===== src/rtl/assert_macros.svh =====
// assertion macros used by the top-level rtl file
`ifndef ASSERT_MACROS_SVH
`define ASSERT_MACROS_SVH

// check a property on every rising clock edge outside reset
`define FBRG_ASSERT(name, clk, rst_n, prop) \
  name: assert property (@(posedge clk) disable iff (!rst_n) prop) \
    else $error("fbrg assertion failed");

// same check with a message of the caller's choice
`define FBRG_ASSERT_MSG(name, clk, rst_n, prop, msg) \
  name: assert property (@(posedge clk) disable iff (!rst_n) prop) \
    else $error(msg);

`endif


===== src/rtl/fbrg_pkg.sv =====
// shared types, codes, font and color helpers for the framebuffer drawer
package fbrg_pkg;

  // command codes of the func field
  localparam logic [1:0] FUNC_CLEAR = 2'd0;
  localparam logic [1:0] FUNC_FILL  = 2'd1;
  localparam logic [1:0] FUNC_DIGIT = 2'd2;
  localparam logic [1:0] FUNC_READ  = 2'd3;

  // ascii range that draws a glyph
  localparam logic [7:0] CHAR_ZERO = 8'd48;
  localparam logic [7:0] CHAR_NINE = 8'd57;

  // signed width for box arithmetic, holds coordinates and panel widths up to 2047
  localparam int SW = 12;

  // glyph dot grid
  localparam logic [2:0] DOT_ROW_LAST = 3'd4;
  localparam logic [1:0] DOT_COL_LAST = 2'd2;

  typedef struct packed {
    logic load;
    logic clr_step;
    logic box_load;
    logic draw_step;
    logic dot_next;
    logic out_load;
  } fbrg_cmd_t;

  typedef struct packed {
    logic is_digit;
    logic glyph_ok;
    logic dot_set;
    logic dot_last;
    logic box_empty;
    logic box_last;
    logic clr_last;
    logic out_free;
  } fbrg_sts_t;

  // 3x5 digit font, msb is the left column
  function automatic logic [2:0] font_row(input logic [3:0] digit, input logic [2:0] row);
    logic [14:0] g;
    begin
      case (digit)
        4'd0:    g = {3'h7, 3'h5, 3'h5, 3'h5, 3'h7};
        4'd1:    g = {3'h2, 3'h6, 3'h2, 3'h2, 3'h7};
        4'd2:    g = {3'h7, 3'h1, 3'h7, 3'h4, 3'h7};
        4'd3:    g = {3'h7, 3'h1, 3'h7, 3'h1, 3'h7};
        4'd4:    g = {3'h5, 3'h5, 3'h7, 3'h1, 3'h1};
        4'd5:    g = {3'h7, 3'h4, 3'h7, 3'h1, 3'h7};
        4'd6:    g = {3'h7, 3'h4, 3'h7, 3'h5, 3'h7};
        4'd7:    g = {3'h7, 3'h1, 3'h1, 3'h1, 3'h1};
        4'd8:    g = {3'h7, 3'h5, 3'h7, 3'h5, 3'h7};
        4'd9:    g = {3'h7, 3'h5, 3'h7, 3'h1, 3'h7};
        default: g = 15'd0;
      endcase
      case (row)
        3'd0:    font_row = g[14:12];
        3'd1:    font_row = g[11:9];
        3'd2:    font_row = g[8:6];
        3'd3:    font_row = g[5:3];
        3'd4:    font_row = g[2:0];
        default: font_row = 3'd0;
      endcase
    end
  endfunction

  function automatic logic [7:0] expand5(input logic [4:0] v);
    expand5 = {v, v[4:2]};
  endfunction

  function automatic logic [7:0] expand6(input logic [5:0] v);
    expand6 = {v, v[5:4]};
  endfunction

endpackage


===== src/rtl/fbrg_ctrl.sv =====
// command sequencer of the framebuffer drawer
module fbrg_ctrl import fbrg_pkg::*; (
  input  logic       clk_i,
  input  logic       rst_ni,
  input  logic       in_valid_i,
  input  logic [1:0] func_i,
  input  fbrg_sts_t  sts_i,
  output logic       in_stall_o,
  output fbrg_cmd_t  cmd_o
);

  localparam logic [2:0] S_INIT  = 3'd0;
  localparam logic [2:0] S_IDLE  = 3'd1;
  localparam logic [2:0] S_CLR   = 3'd2;
  localparam logic [2:0] S_DOT   = 3'd3;
  localparam logic [2:0] S_SETUP = 3'd4;
  localparam logic [2:0] S_DRAW  = 3'd5;
  localparam logic [2:0] S_READ  = 3'd6;
  localparam logic [2:0] S_RESP  = 3'd7;

  logic [2:0] state_q, state_d;

  always_ff @(posedge clk_i or negedge rst_ni) begin
    if (!rst_ni) begin
      state_q <= S_INIT;
    end else begin
      state_q <= state_d;
    end
  end

  always_comb begin
    state_d    = state_q;
    cmd_o      = '0;
    in_stall_o = 1'b1;
    case (state_q)
      S_INIT: begin
        cmd_o.clr_step = 1'b1;
        if (sts_i.clr_last) state_d = S_IDLE;
      end
      S_IDLE: begin
        in_stall_o = 1'b0;
        if (in_valid_i) begin
          cmd_o.load = 1'b1;
          case (func_i)
            FUNC_CLEAR: state_d = S_CLR;
            FUNC_FILL:  state_d = S_SETUP;
            FUNC_DIGIT: state_d = S_DOT;
            FUNC_READ:  state_d = S_READ;
            default:    state_d = S_IDLE;
          endcase
        end
      end
      S_CLR: begin
        cmd_o.clr_step = 1'b1;
        if (sts_i.clr_last) state_d = S_IDLE;
      end
      S_DOT: begin
        if (!sts_i.glyph_ok) begin
          state_d = S_IDLE;
        end else if (sts_i.dot_set) begin
          state_d = S_SETUP;
        end else if (sts_i.dot_last) begin
          state_d = S_IDLE;
        end else begin
          cmd_o.dot_next = 1'b1;
        end
      end
      S_SETUP: begin
        cmd_o.box_load = 1'b1;
        state_d        = S_DRAW;
      end
      S_DRAW: begin
        cmd_o.draw_step = !sts_i.box_empty;
        if (sts_i.box_empty || sts_i.box_last) begin
          // a glyph goes back for its next dot
          if (sts_i.is_digit && !sts_i.dot_last) begin
            cmd_o.dot_next = 1'b1;
            state_d        = S_DOT;
          end else begin
            state_d = S_IDLE;
          end
        end
      end
      S_READ: begin
        state_d = S_RESP;
      end
      S_RESP: begin
        if (sts_i.out_free) begin
          cmd_o.out_load = 1'b1;
          state_d        = S_IDLE;
        end
      end
      default: state_d = S_INIT;
    endcase
  end

endmodule


===== config.mk =====
export PLATFORM = sky130hd
export DESIGN_NAME = fbrg_ctrl
export DESIGN_NICKNAME = d
export VERILOG_FILES = /design/src/rtl/assert_macros.svh /design/src/rtl/fbrg_pkg.sv /design/src/rtl/fbrg_ctrl.sv
export SDC_FILE = /design/constraint.sdc
export NUM_CORES = 1
export LEC_CHECK = 0
export BUFFER_PORTS_ARGS = -buffer_cell sky130_fd_sc_hd__buf_2
export CAP_MARGIN = 20
export CORE_AREA = 5 5 42 44
export CTS_BUF_LIST = sky130_fd_sc_hd__clkbuf_8
export DETAILED_ROUTE_END_ITERATION = 8
export DIE_AREA = 0 0 47 49
export GPL_TIMING_DRIVEN = 0
export PLACE_DENSITY_LB_ADDON = 0.2
export SYNTH_ARGS = -nofsm -noshare
export SYNTH_HDL_FRONTEND = slang
export SYNTH_SLANG_ARGS = --single-unit

===== constraint.sdc =====
create_clock -name clk_i -period 1.5 [get_ports clk_i]
set_input_delay 0.15 -clock clk_i [delete_from_list [all_inputs] [get_ports clk_i]]
set_output_delay 0.15 -clock clk_i [all_outputs]
set_load 0.02 [all_outputs]

==> results of run 1 <==
==> placed cells by master, fill, tap and decap left out, drive strengths merged, types with 3 or more instances in the layout <==
cell,count
buf,24
clkbuf,3
dfrtp,3
inv,5
nand3,4
nor2,4
==> how the worst max path moves through the flow <==
stage,slack (ns),cells past startpoint,end,start
final,-0.11,4,cmd_o[1],state_q[1]
after global routing,-0.17,4,cmd_o[1],state_q[1]
after CTS,-0.14,4,cmd_o[1],state_q[1]
after detailed placement,0.02,4,cmd_o[1],state_q[0]
after global placement,0.006,4,cmd_o[1],state_q[0]
after floorplan,0.12,3,cmd_o[1],state_q[1]
==> routing by layer <==
layer	global-route usage	up-vias	wire [um]
li1	-	186	-
met1	0.114	167	380
met2	0.127	13	387
met3	0.0590	0	57
met4	0.0138	0	0
met5	0	-	0
==> stage by stage <==
stage          worst slack (ns)  total power (uW)  cell area (um^2)  utilization
2_1_floorplan             0.116               491               288            -
3_5_place_dp             0.0158               625               403        0.288
5_1_grt                  -0.172              1070               520        0.371
3_3_place_gp            0.00573               626               403        0.288
4_1_cts                  -0.144               932               490        0.350
6_report                 -0.108               972               520        0.371
==> final cells by class <==
cell class / count / area [um^2] / area share
plain buffers: 2 / 16.3 / 0.0313
clock buffers: 3 / 41.3 / 0.0793
clock inverters: 1 / 3.75 / 0.00721
inverters: 4 / 15.0 / 0.0288
multi-input cells: 28 / 201 / 0.387
flip-flops and latches: 3 / 76.3 / 0.147
well taps: 16 / 20.0 / 0.0385
repair buffers: 23 / 146 / 0.281
==> worst min-delay path: cells and delay by family <==
kind | cells | cell delay (ns)
compound gates | 1 | 0.06
simple gates | 1 | 0.07
buf+inv | 1 | 0.09
==> cells in the mapped netlist (all sizes together) <==
cell | number | area, um^2
nor3b | 2 | 20.0
nand4 | 1 | 6.26
nor2b | 2 | 12.5
nor2 | 4 | 15.0
buf | 2 | 12.5
nand3b | 2 | 18.8
nor4b | 1 | 8.76
and3 | 1 | 6.26
o221ai | 1 | 8.76
a21oi | 2 | 10.0
nand2 | 2 | 7.51
a2bb2oi | 1 | 8.76
or2b | 1 | 7.51
o21ai | 1 | 5.00
or4b | 1 | 13.8
dfrtp | 3 | 75.1
and2 | 1 | 7.51
inv | 4 | 15.0
nand3 | 4 | 20.0
o311ai | 1 | 8.76
==> report_power, final <==
| part | switching [uW] | total (uW) | internal (uW) |
|---|---|---|---|
| logic | 288 | 582 | 294 |
| registers | 44.0 | 167 | 123 |
| clock network | 49.4 | 223 | 174 |
==> kinds of logic after synthesis <==
family	synth area share
compound gates	0.143
buf+inv	0.0956
flops	0.261
simple gates	0.500
==> what timing repair did <==
item,in CTS,in global routing
setup endpoints to repair,1,3
buffers inserted,1,2
hold buffers,1,0
gates resized for setup,7,4
pin swaps,2,1
endpoints found under the hold margin,3,0
==> flow_summary.toml, run 1 <==
[logic_synthesis]
syn_nets = 50
syn-cell-area_um2 = 288
yosys_register_bits = 3
synth_cells = 37
yosysUniqueCellTypes = 23
synth_warnings = 0
syn_area_per_cell_um2 = 7.78
ys_seq_area_frac = 0.261

[timing]
holdWs_ns = 0.192
timing.final.ws_setup_ns = -0.108
hold_violations = 0
min_period_ns = 1.61
drv_slew = 0
tightest_slew_ns = 0.311
setup_violations = 1
fin_worst_skew_ns = 0.00166
finalCritPeriodShare = 1.07
max_freq_mhz = 622
slew-limit-headroom = 0.790
finalSetupTns_ns = -0.108
rsz0062_at_grt = "true"

[final_layout]
instances_no_fill = 80
syn_to_final_growth_pct = 80.9
largest_reg_flops = 3
nets = 78
diodes = 0
drive_above_1_share = 0.531
nFillCells = 171
reg_top3 = "state_q x3"
largest-register = "state_q"

[power_and_ir_drop]
power_leakage_uw = 0.000272
ir_drop_mv = 0.710
p_per_area_nw_per_um2 = 1870

[setup_path]
r2r_end = "state_q[1]"
cpMaxStageDelayCell = "or4b_4"
crit_type = "reg2out"
worst-path-buf-inv = 1
start_kind = "flip-flop"
rr_startpoint = "state_q[1]"
critical_path_arrival_ns = 1.46
crit_required_ns = 1.35
crit_family = "simple AND/OR/NAND/NOR gates"
rrSetupSlack_ns = 0.26
r2r.worst_path.cells = 3
critPathMaxStageDelay_ns = 0.53
cp_max_fo = 2
path_cells = "nand3b_4 -> or4b_4 -> nand2_2 -> buf_6"
crit_path_end_kind = "output pin"

[detailed_routing]
drcViolationCount = 0
wl_per_cell_um = 10.3
dr.first_iter.drc_count = 1
drtPass1Iterations = 2
via_per_inst = 4.58
ant_nets = 0
num_vias = 366
routed_wl_um = 825

[place]
post-place-cells = 72
place.gp.congestion = 0.703
dp_hpwl_um = 667
numPortBuffers = 19

[clocking]
numCtsBuffers = 3
insertion_delay_ns = 0.21
cts.clk_slew.worst_paths_ns = 0.03
cts.path.max_buffers = 2
cts_tree = "done"
ctsRootBufferMaster = "clkbuf_8"
htreeDepth = 1
cts_sinks = 3

[die]
die-area_um2 = 2300
io-pin-count = 20
initial_core_util = 0.205
die_h_um = 49
die_w_um = 47
num_rows = 14
core_area_um2 = 1400

[global_route]
grt_overflow_total = 0
antenna_found_initial = 0
grt_start_max_net_pins = 11
grt_pass1_wl_um = 1500
grt_pass1_vias = 374
grt_util_all_layers = 0.0894

[min_path]
hold_path_class = "in2reg"
whs_endpoint = "state_q[0]"
worstHoldPathCells = 3
hp-start = "sts_i[1]"

[run_status]
status = "complete, but fails checks"
violations = "negative setup slack"

[flow_run]
cap_viol_max_count = 0
Note: power is estimated with default switching activity, not from simulation.
==> run 2, diff against run 1 <==
Settings changed: ABC_AREA set to 1.
==> flow_summary.toml, run 2 <==
[logic_synthesis]
yosysUniqueCellTypes = 13
synth_common_cells = "nand2_1 (18), inv_1 (13), nor2_1 (10)"
yosys_register_bits = 3
synth_top_area_share = 0.205
ys.flop_type = "dfrtp_1"
syn-cell-area_um2 = 367
synthArstFlopShare = 1.00
syn_nets = 80
syn_area_per_cell_um2 = 5.47
ys_seq_area_frac = 0.205
synth_top_cell_by_area = "dfrtp_1"
synth_warnings = 0
synth_most_common_cell = "nand2_1"
synth_edf_count = 0
synth_area_leaders = "dfrtp_1 (20%), nand2_1 (18%), inv_1 (13%)"
synth_cells = 67

[detailed_routing]
drtPass1Iterations = 3
via_per_inst = 3.98
ant_nets = 0
routed_wl_um = 893
wl_per_cell_um = 8.12
drcViolationCount = 0
num_vias = 438
dr.first_iter.drc_count = 3

[power_and_ir_drop]
power_uw = 973
p_per_area_nw_per_um2 = 1710
ir_drop_mv = 0.784
power_leakage_uw = 0.000375

[global_route]
grt_start_max_net_pins = 10
grt_overflow_total = 0
grt_pass1_vias = 393
grt_util_all_layers = 0.0832
grt_pass1_wl_um = 1460
antenna_found_initial = 0

[place]
numPortBuffers = 19
dp_hpwl_um = 734
place.gp.congestion = 0.760

[final_layout]
nFillCells = 173
nets = 108
syn_to_final_growth_pct = 54.9
largest_reg_flops = 3
largest-register = "state_q"
final_cell_mix = "nand2_1 (18), buf_2 (18), inv_1 (14), nor2_1 (10), nand3_1 (8)"
reg_top3 = "state_q x3"
diodes = 0
drive_above_1_share = 0.362

[timing]
fin_worst_skew_ns = 0.000414
min_period_ns = 1.43
max_freq_mhz = 698
setup_violations = 0
finalSetupTns_ns = 0
holdWs_ns = 0.261
tightest_slew_ns = 0.170
drv_slew = 0
rsz0062_at_grt = "false"
slew-limit-headroom = 0.885
hold_violations = 0
finalCritPeriodShare = 0.955

[flow_run]
cap_viol_max_count = 0

[clocking]
htreeDepth = 1
cts.path.max_buffers = 2
numCtsBuffers = 3
cts.clk_slew.worst_paths_ns = 0.03
insertion_delay_ns = 0.21
cts_tree = "done"
cts_sinks = 3
ctsRootBufferMaster = "clkbuf_8"

[setup_path]
cp_max_fo = 6
r2r.worst_path.cells = 8
rr_startpoint = "state_q[2]"
rrSetupSlack_ns = 0.29
r2r_end = "state_q[2]"
critical_path_arrival_ns = 1.28
crit_required_ns = 1.35
crit_path_end_kind = "output pin"
crit_type = "reg2out"
start_kind = "flip-flop"

[die]
die_h_um = 49
num_rows = 14
die-area_um2 = 2300
die_w_um = 47
io-pin-count = 20
initial_core_util = 0.262
core_area_um2 = 1400

[run_status]
status = "finished clean"

[min_path]
hold_path_class = "in2async"
## run 2: cell types whose count changed after synthesis, moves of 2 or more
cell | previous run | this run
nand2_2 | 0 | 3
o21ai_0 | 1 | 3
a21oi_1 | 2 | 0
nand2_1 | 2 | 18
nand3_1 | 4 | 8
nor2_1 | 4 | 10
o21bai_1 | 0 | 2
nor2_2 | 0 | 3
nor2b_1 | 2 | 0
inv_1 | 4 | 13
## run 2: kinds of logic (layout without fill, tap and decap cells)
| logic type | after synthesis | count (layout) | synth area share |
|---|---|---|---|
| AOI/OAI and AO/OA | 5 | 5 | 0.0819 |
| buffers and inverters | 15 | 42 | 0.184 |
| DFF | 3 | 3 | 0.205 |
| and+or+nand+nor | 44 | 44 | 0.529 |
## run 2: area by class of cell
| type | instances | area (um^2) | share of cell area |
|---|---|---|---|
| multi-input cells | 49 | 229 | 0.403 |
| repair buffers | 23 | 130 | 0.229 |
| flip-flops and latches | 3 | 76.3 | 0.134 |
| inverters | 13 | 48.8 | 0.0859 |
| clock buffers | 3 | 41.3 | 0.0727 |
| well taps | 16 | 20.0 | 0.0352 |
| plain buffers | 2 | 18.8 | 0.0330 |
| clock inverters | 1 | 3.75 | 0.00661 |
## run 2: power by group
| part | internal (uW) | total, uW | leakage, uW | switching (uW) |
|---|---|---|---|---|
| combinational | 244 | 604 | 0.000312 | 360 |
| clock | 174 | 220 | 0.0000269 | 46.0 |
| sequential | 120 | 150 | 0.0000354 | 29.6 |
## run 2: through the flow
stage               worst slack, ns  utilization  cells  cell area (um^2)
global route                0.00249        0.405    110               568
global placement              0.249        0.344    102               482
finish                       0.0673        0.405    110               568
detailed placement            0.276        0.344    102               482
CTS                          0.0391        0.383    107               537
floorplan                     0.177            -     67               367
## run 2: metal layers
| metal | GRT usage | share of wire | up-vias |
|---|---|---|---|
| li1 | - | - | 257 |
| met2 | 0.122 | 0.46 | 10 |
| met4 | 0.0276 | 0 | 0 |
| met1 | 0.121 | 0.47 | 171 |
| met3 | 0.0111 | 0.063 | 0 |
| met5 | 0 | 0 | - |
## run 2: what timing repair did
item | 4_1_cts | 5_1_grt
hold buffers | 1 | 0
resized for setup | 0 | 3
endpoints found under the hold margin | 3 | 0
endpoints found under the setup margin | 0 | 2
setup buffers | 0 | 3
## run 2: worst max-delay path by stage
| stage | start | endpoint | slack, ns | depth (start not counted) |
|---|---|---|---|---|
| CTS | state_q[0] | cmd_o[1] | 0.04 | 5 |
| detailed placement | state_q[0] | cmd_o[1] | 0.28 | 5 |
| floorplan | state_q[2] | cmd_o[1] | 0.18 | 5 |
| finish | state_q[2] | cmd_o[1] | 0.07 | 6 |
| global route | state_q[2] | cmd_o[1] | 0.002 | 6 |
| global placement | state_q[0] | cmd_o[1] | 0.25 | 5 |
## run 2: worst max-delay path, cell delays in order (launching register included)
cell and delay (ns):
dfrtp_1 0.36, buf_6 0.13, buf_4 0.13, nor2_2 0.12, nand2_2 0.08, o21ai_0 0.07
buf_2 0.18
==> run 3, diff against run 2 <==
Settings changed: SETUP_SLACK_MARGIN set to 0.5.
==> flow_summary.toml, run 3 (synthesis gave the netlist of run 2 again) <==
[die]
die-area_um2 = 2300
num_rows = 14
initial_core_util = 0.262
die_h_um = 49
io-pin-count = 20
core_area_um2 = 1400
die_w_um = 47

[detailed_routing]
routed_wl_um = 1260
via_per_inst = 4.58
wl_per_cell_um = 10.4
ant_nets = 0
num_vias = 554
drcViolationCount = 0
dr.first_iter.drc_count = 11
drtPass1Iterations = 4

[final_layout]
nets = 119
largest_reg_flops = 3
final_cell_mix = "nand2_1 (14), buf_4 (14), buf_2 (12), inv_1 (11), buf_6 (7)"
nFillCells = 139
finalCoreUtilization = 0.562
drive_above_1_share = 0.581
largest-register = "state_q"
multi_input_area_um2 = 303
reg_top3 = "state_q x3"
ff_latch_area_um2 = 76.3
diodes = 0
syn_to_final_growth_pct = 115

[timing]
drv_slew = 0
max_freq_mhz = 748
rsz0062_at_grt = "true"
slew-limit-headroom = 0.853
timing.final.ws_setup_ns = 0.163
tightest_slew_ns = 0.220
hold_violations = 0
finalCritPeriodShare = 0.891
min_period_ns = 1.34
fin_worst_skew_ns = 0.000320
finalSetupTns_ns = 0
holdWs_ns = 0.259
setup_violations = 0

[setup_path]
crit_path_end_kind = "output pin"
cp_max_fo = 4
critical_path_arrival_ns = 1.19
crit_required_ns = 1.35
start_kind = "flip-flop"
startpoint = "state_q[2]"
rr_startpoint = "state_q[2]"
crit_type = "reg2out"

[global_route]
grt_start_max_net_pins = 10
grt_util_all_layers = 0.110
grt_pass1_wl_um = 1970
grt_pass1_vias = 532
grt_overflow_total = 0
antenna_found_initial = 0

[min_path]
hold_path_class = "in2async"

[place]
numPortBuffers = 19
place.gp.congestion = 0.774
pre_cts_slack_ns = 0.292
dp_hpwl_um = 748

[power_and_ir_drop]
power_leakage_uw = 0.000463
ir_drop_mv = 1.06
p_per_area_nw_per_um2 = 1850

[clocking]
htreeDepth = 1
cts_tree = "done"
ctsRootBufferMaster = "clkbuf_8"
cts.path.max_buffers = 2
cts.clk_slew.worst_paths_ns = 0.03
insertion_delay_ns = 0.21
numCtsBuffers = 3
cts_sinks = 3

[flow_run]
cap_viol_max_count = 0

[run_status]
status = "finished clean"
## run 3: changes by cell type in the layout (fill, tap and decap cells not counted), moves of 3 or more
cell / before / now
buf_6: 1 / 7
buf_2: 18 / 12
inv_1: 14 / 11
nor2_1: 10 / 6
nand2_1: 18 / 14
nand3_2: 0 / 3
buf_4: 5 / 14
inv_2: 0 / 3
nor2_4: 1 / 5
nand3_1: 8 / 5
o21ai_0: 3 / 0
## run 3: layer usage
layer | wire length, um | up-vias | GRT usage
met5 | 0 | - | 0
met4 | 0 | 0 | 0.0276
met3 | 47 | 0 | 0.0111
met2 | 678 | 14 | 0.195
met1 | 534 | 260 | 0.134
li1 | - | 280 | -
## run 3: report_power, final
group / switching [uW] / internal (uW) / total (uW)
Clock: 47.7 / 174 / 221
Combinational: 544 / 535 / 1080
Sequential: 36.3 / 120 / 156
Total: 627 / 829 / 1460
## run 3: path summary, 6_finish.rpt
| check | endpoint | slack [ns] | cells after the start |
|---|---|---|---|
| min reg2reg | state_q[2] | 0.78 | 4 |
| max | cmd_o[1] | 0.16 | 6 |
| min in group clk_i | state_q[0] | 0.26 | 4 |
| max reg2reg | state_q[2] | 0.21 | 8 |
| min | state_q[2] | 0.26 | 2 |
| max in group asynchronous | state_q[0] | 1.13 | 2 |
## run 3: what timing repair did
action                                  CTS  global route
hold buffers                              1             0
endpoints found under the setup margin   10            10
endpoints found under the hold margin     3             0
gates resized for setup                  27             1
setup buffers                            10             4
pin swaps                                 9             4
## run 3: through the flow
step	area, um^2	power (uW)	cells
floorplan	392	617	67
global placement	507	758	102
global route	787	1550	121
finish	787	1460	121
detailed placement	507	753	102
CTS	742	1330	117
## run 3: final cells by class
class,count,area share
Sequential cell,3,0.0970
Clock buffer,3,0.0525
Buffer,2,0.0286
Inverter,13,0.0620
Multi-Input combinational cell,49,0.385
Timing Repair Buffer,34,0.345
Clock inverter,1,0.00477
Tap cell,16,0.0254
## run 3: worst max-delay path, stage by stage, from the launching register on
cell	delay (ns)
dfrtp_1	0.36
buf_6	0.13
buf_12	0.12
nor2_4	0.08
nand2_2	0.07
o21ai_2	0.06
buf_6	0.13
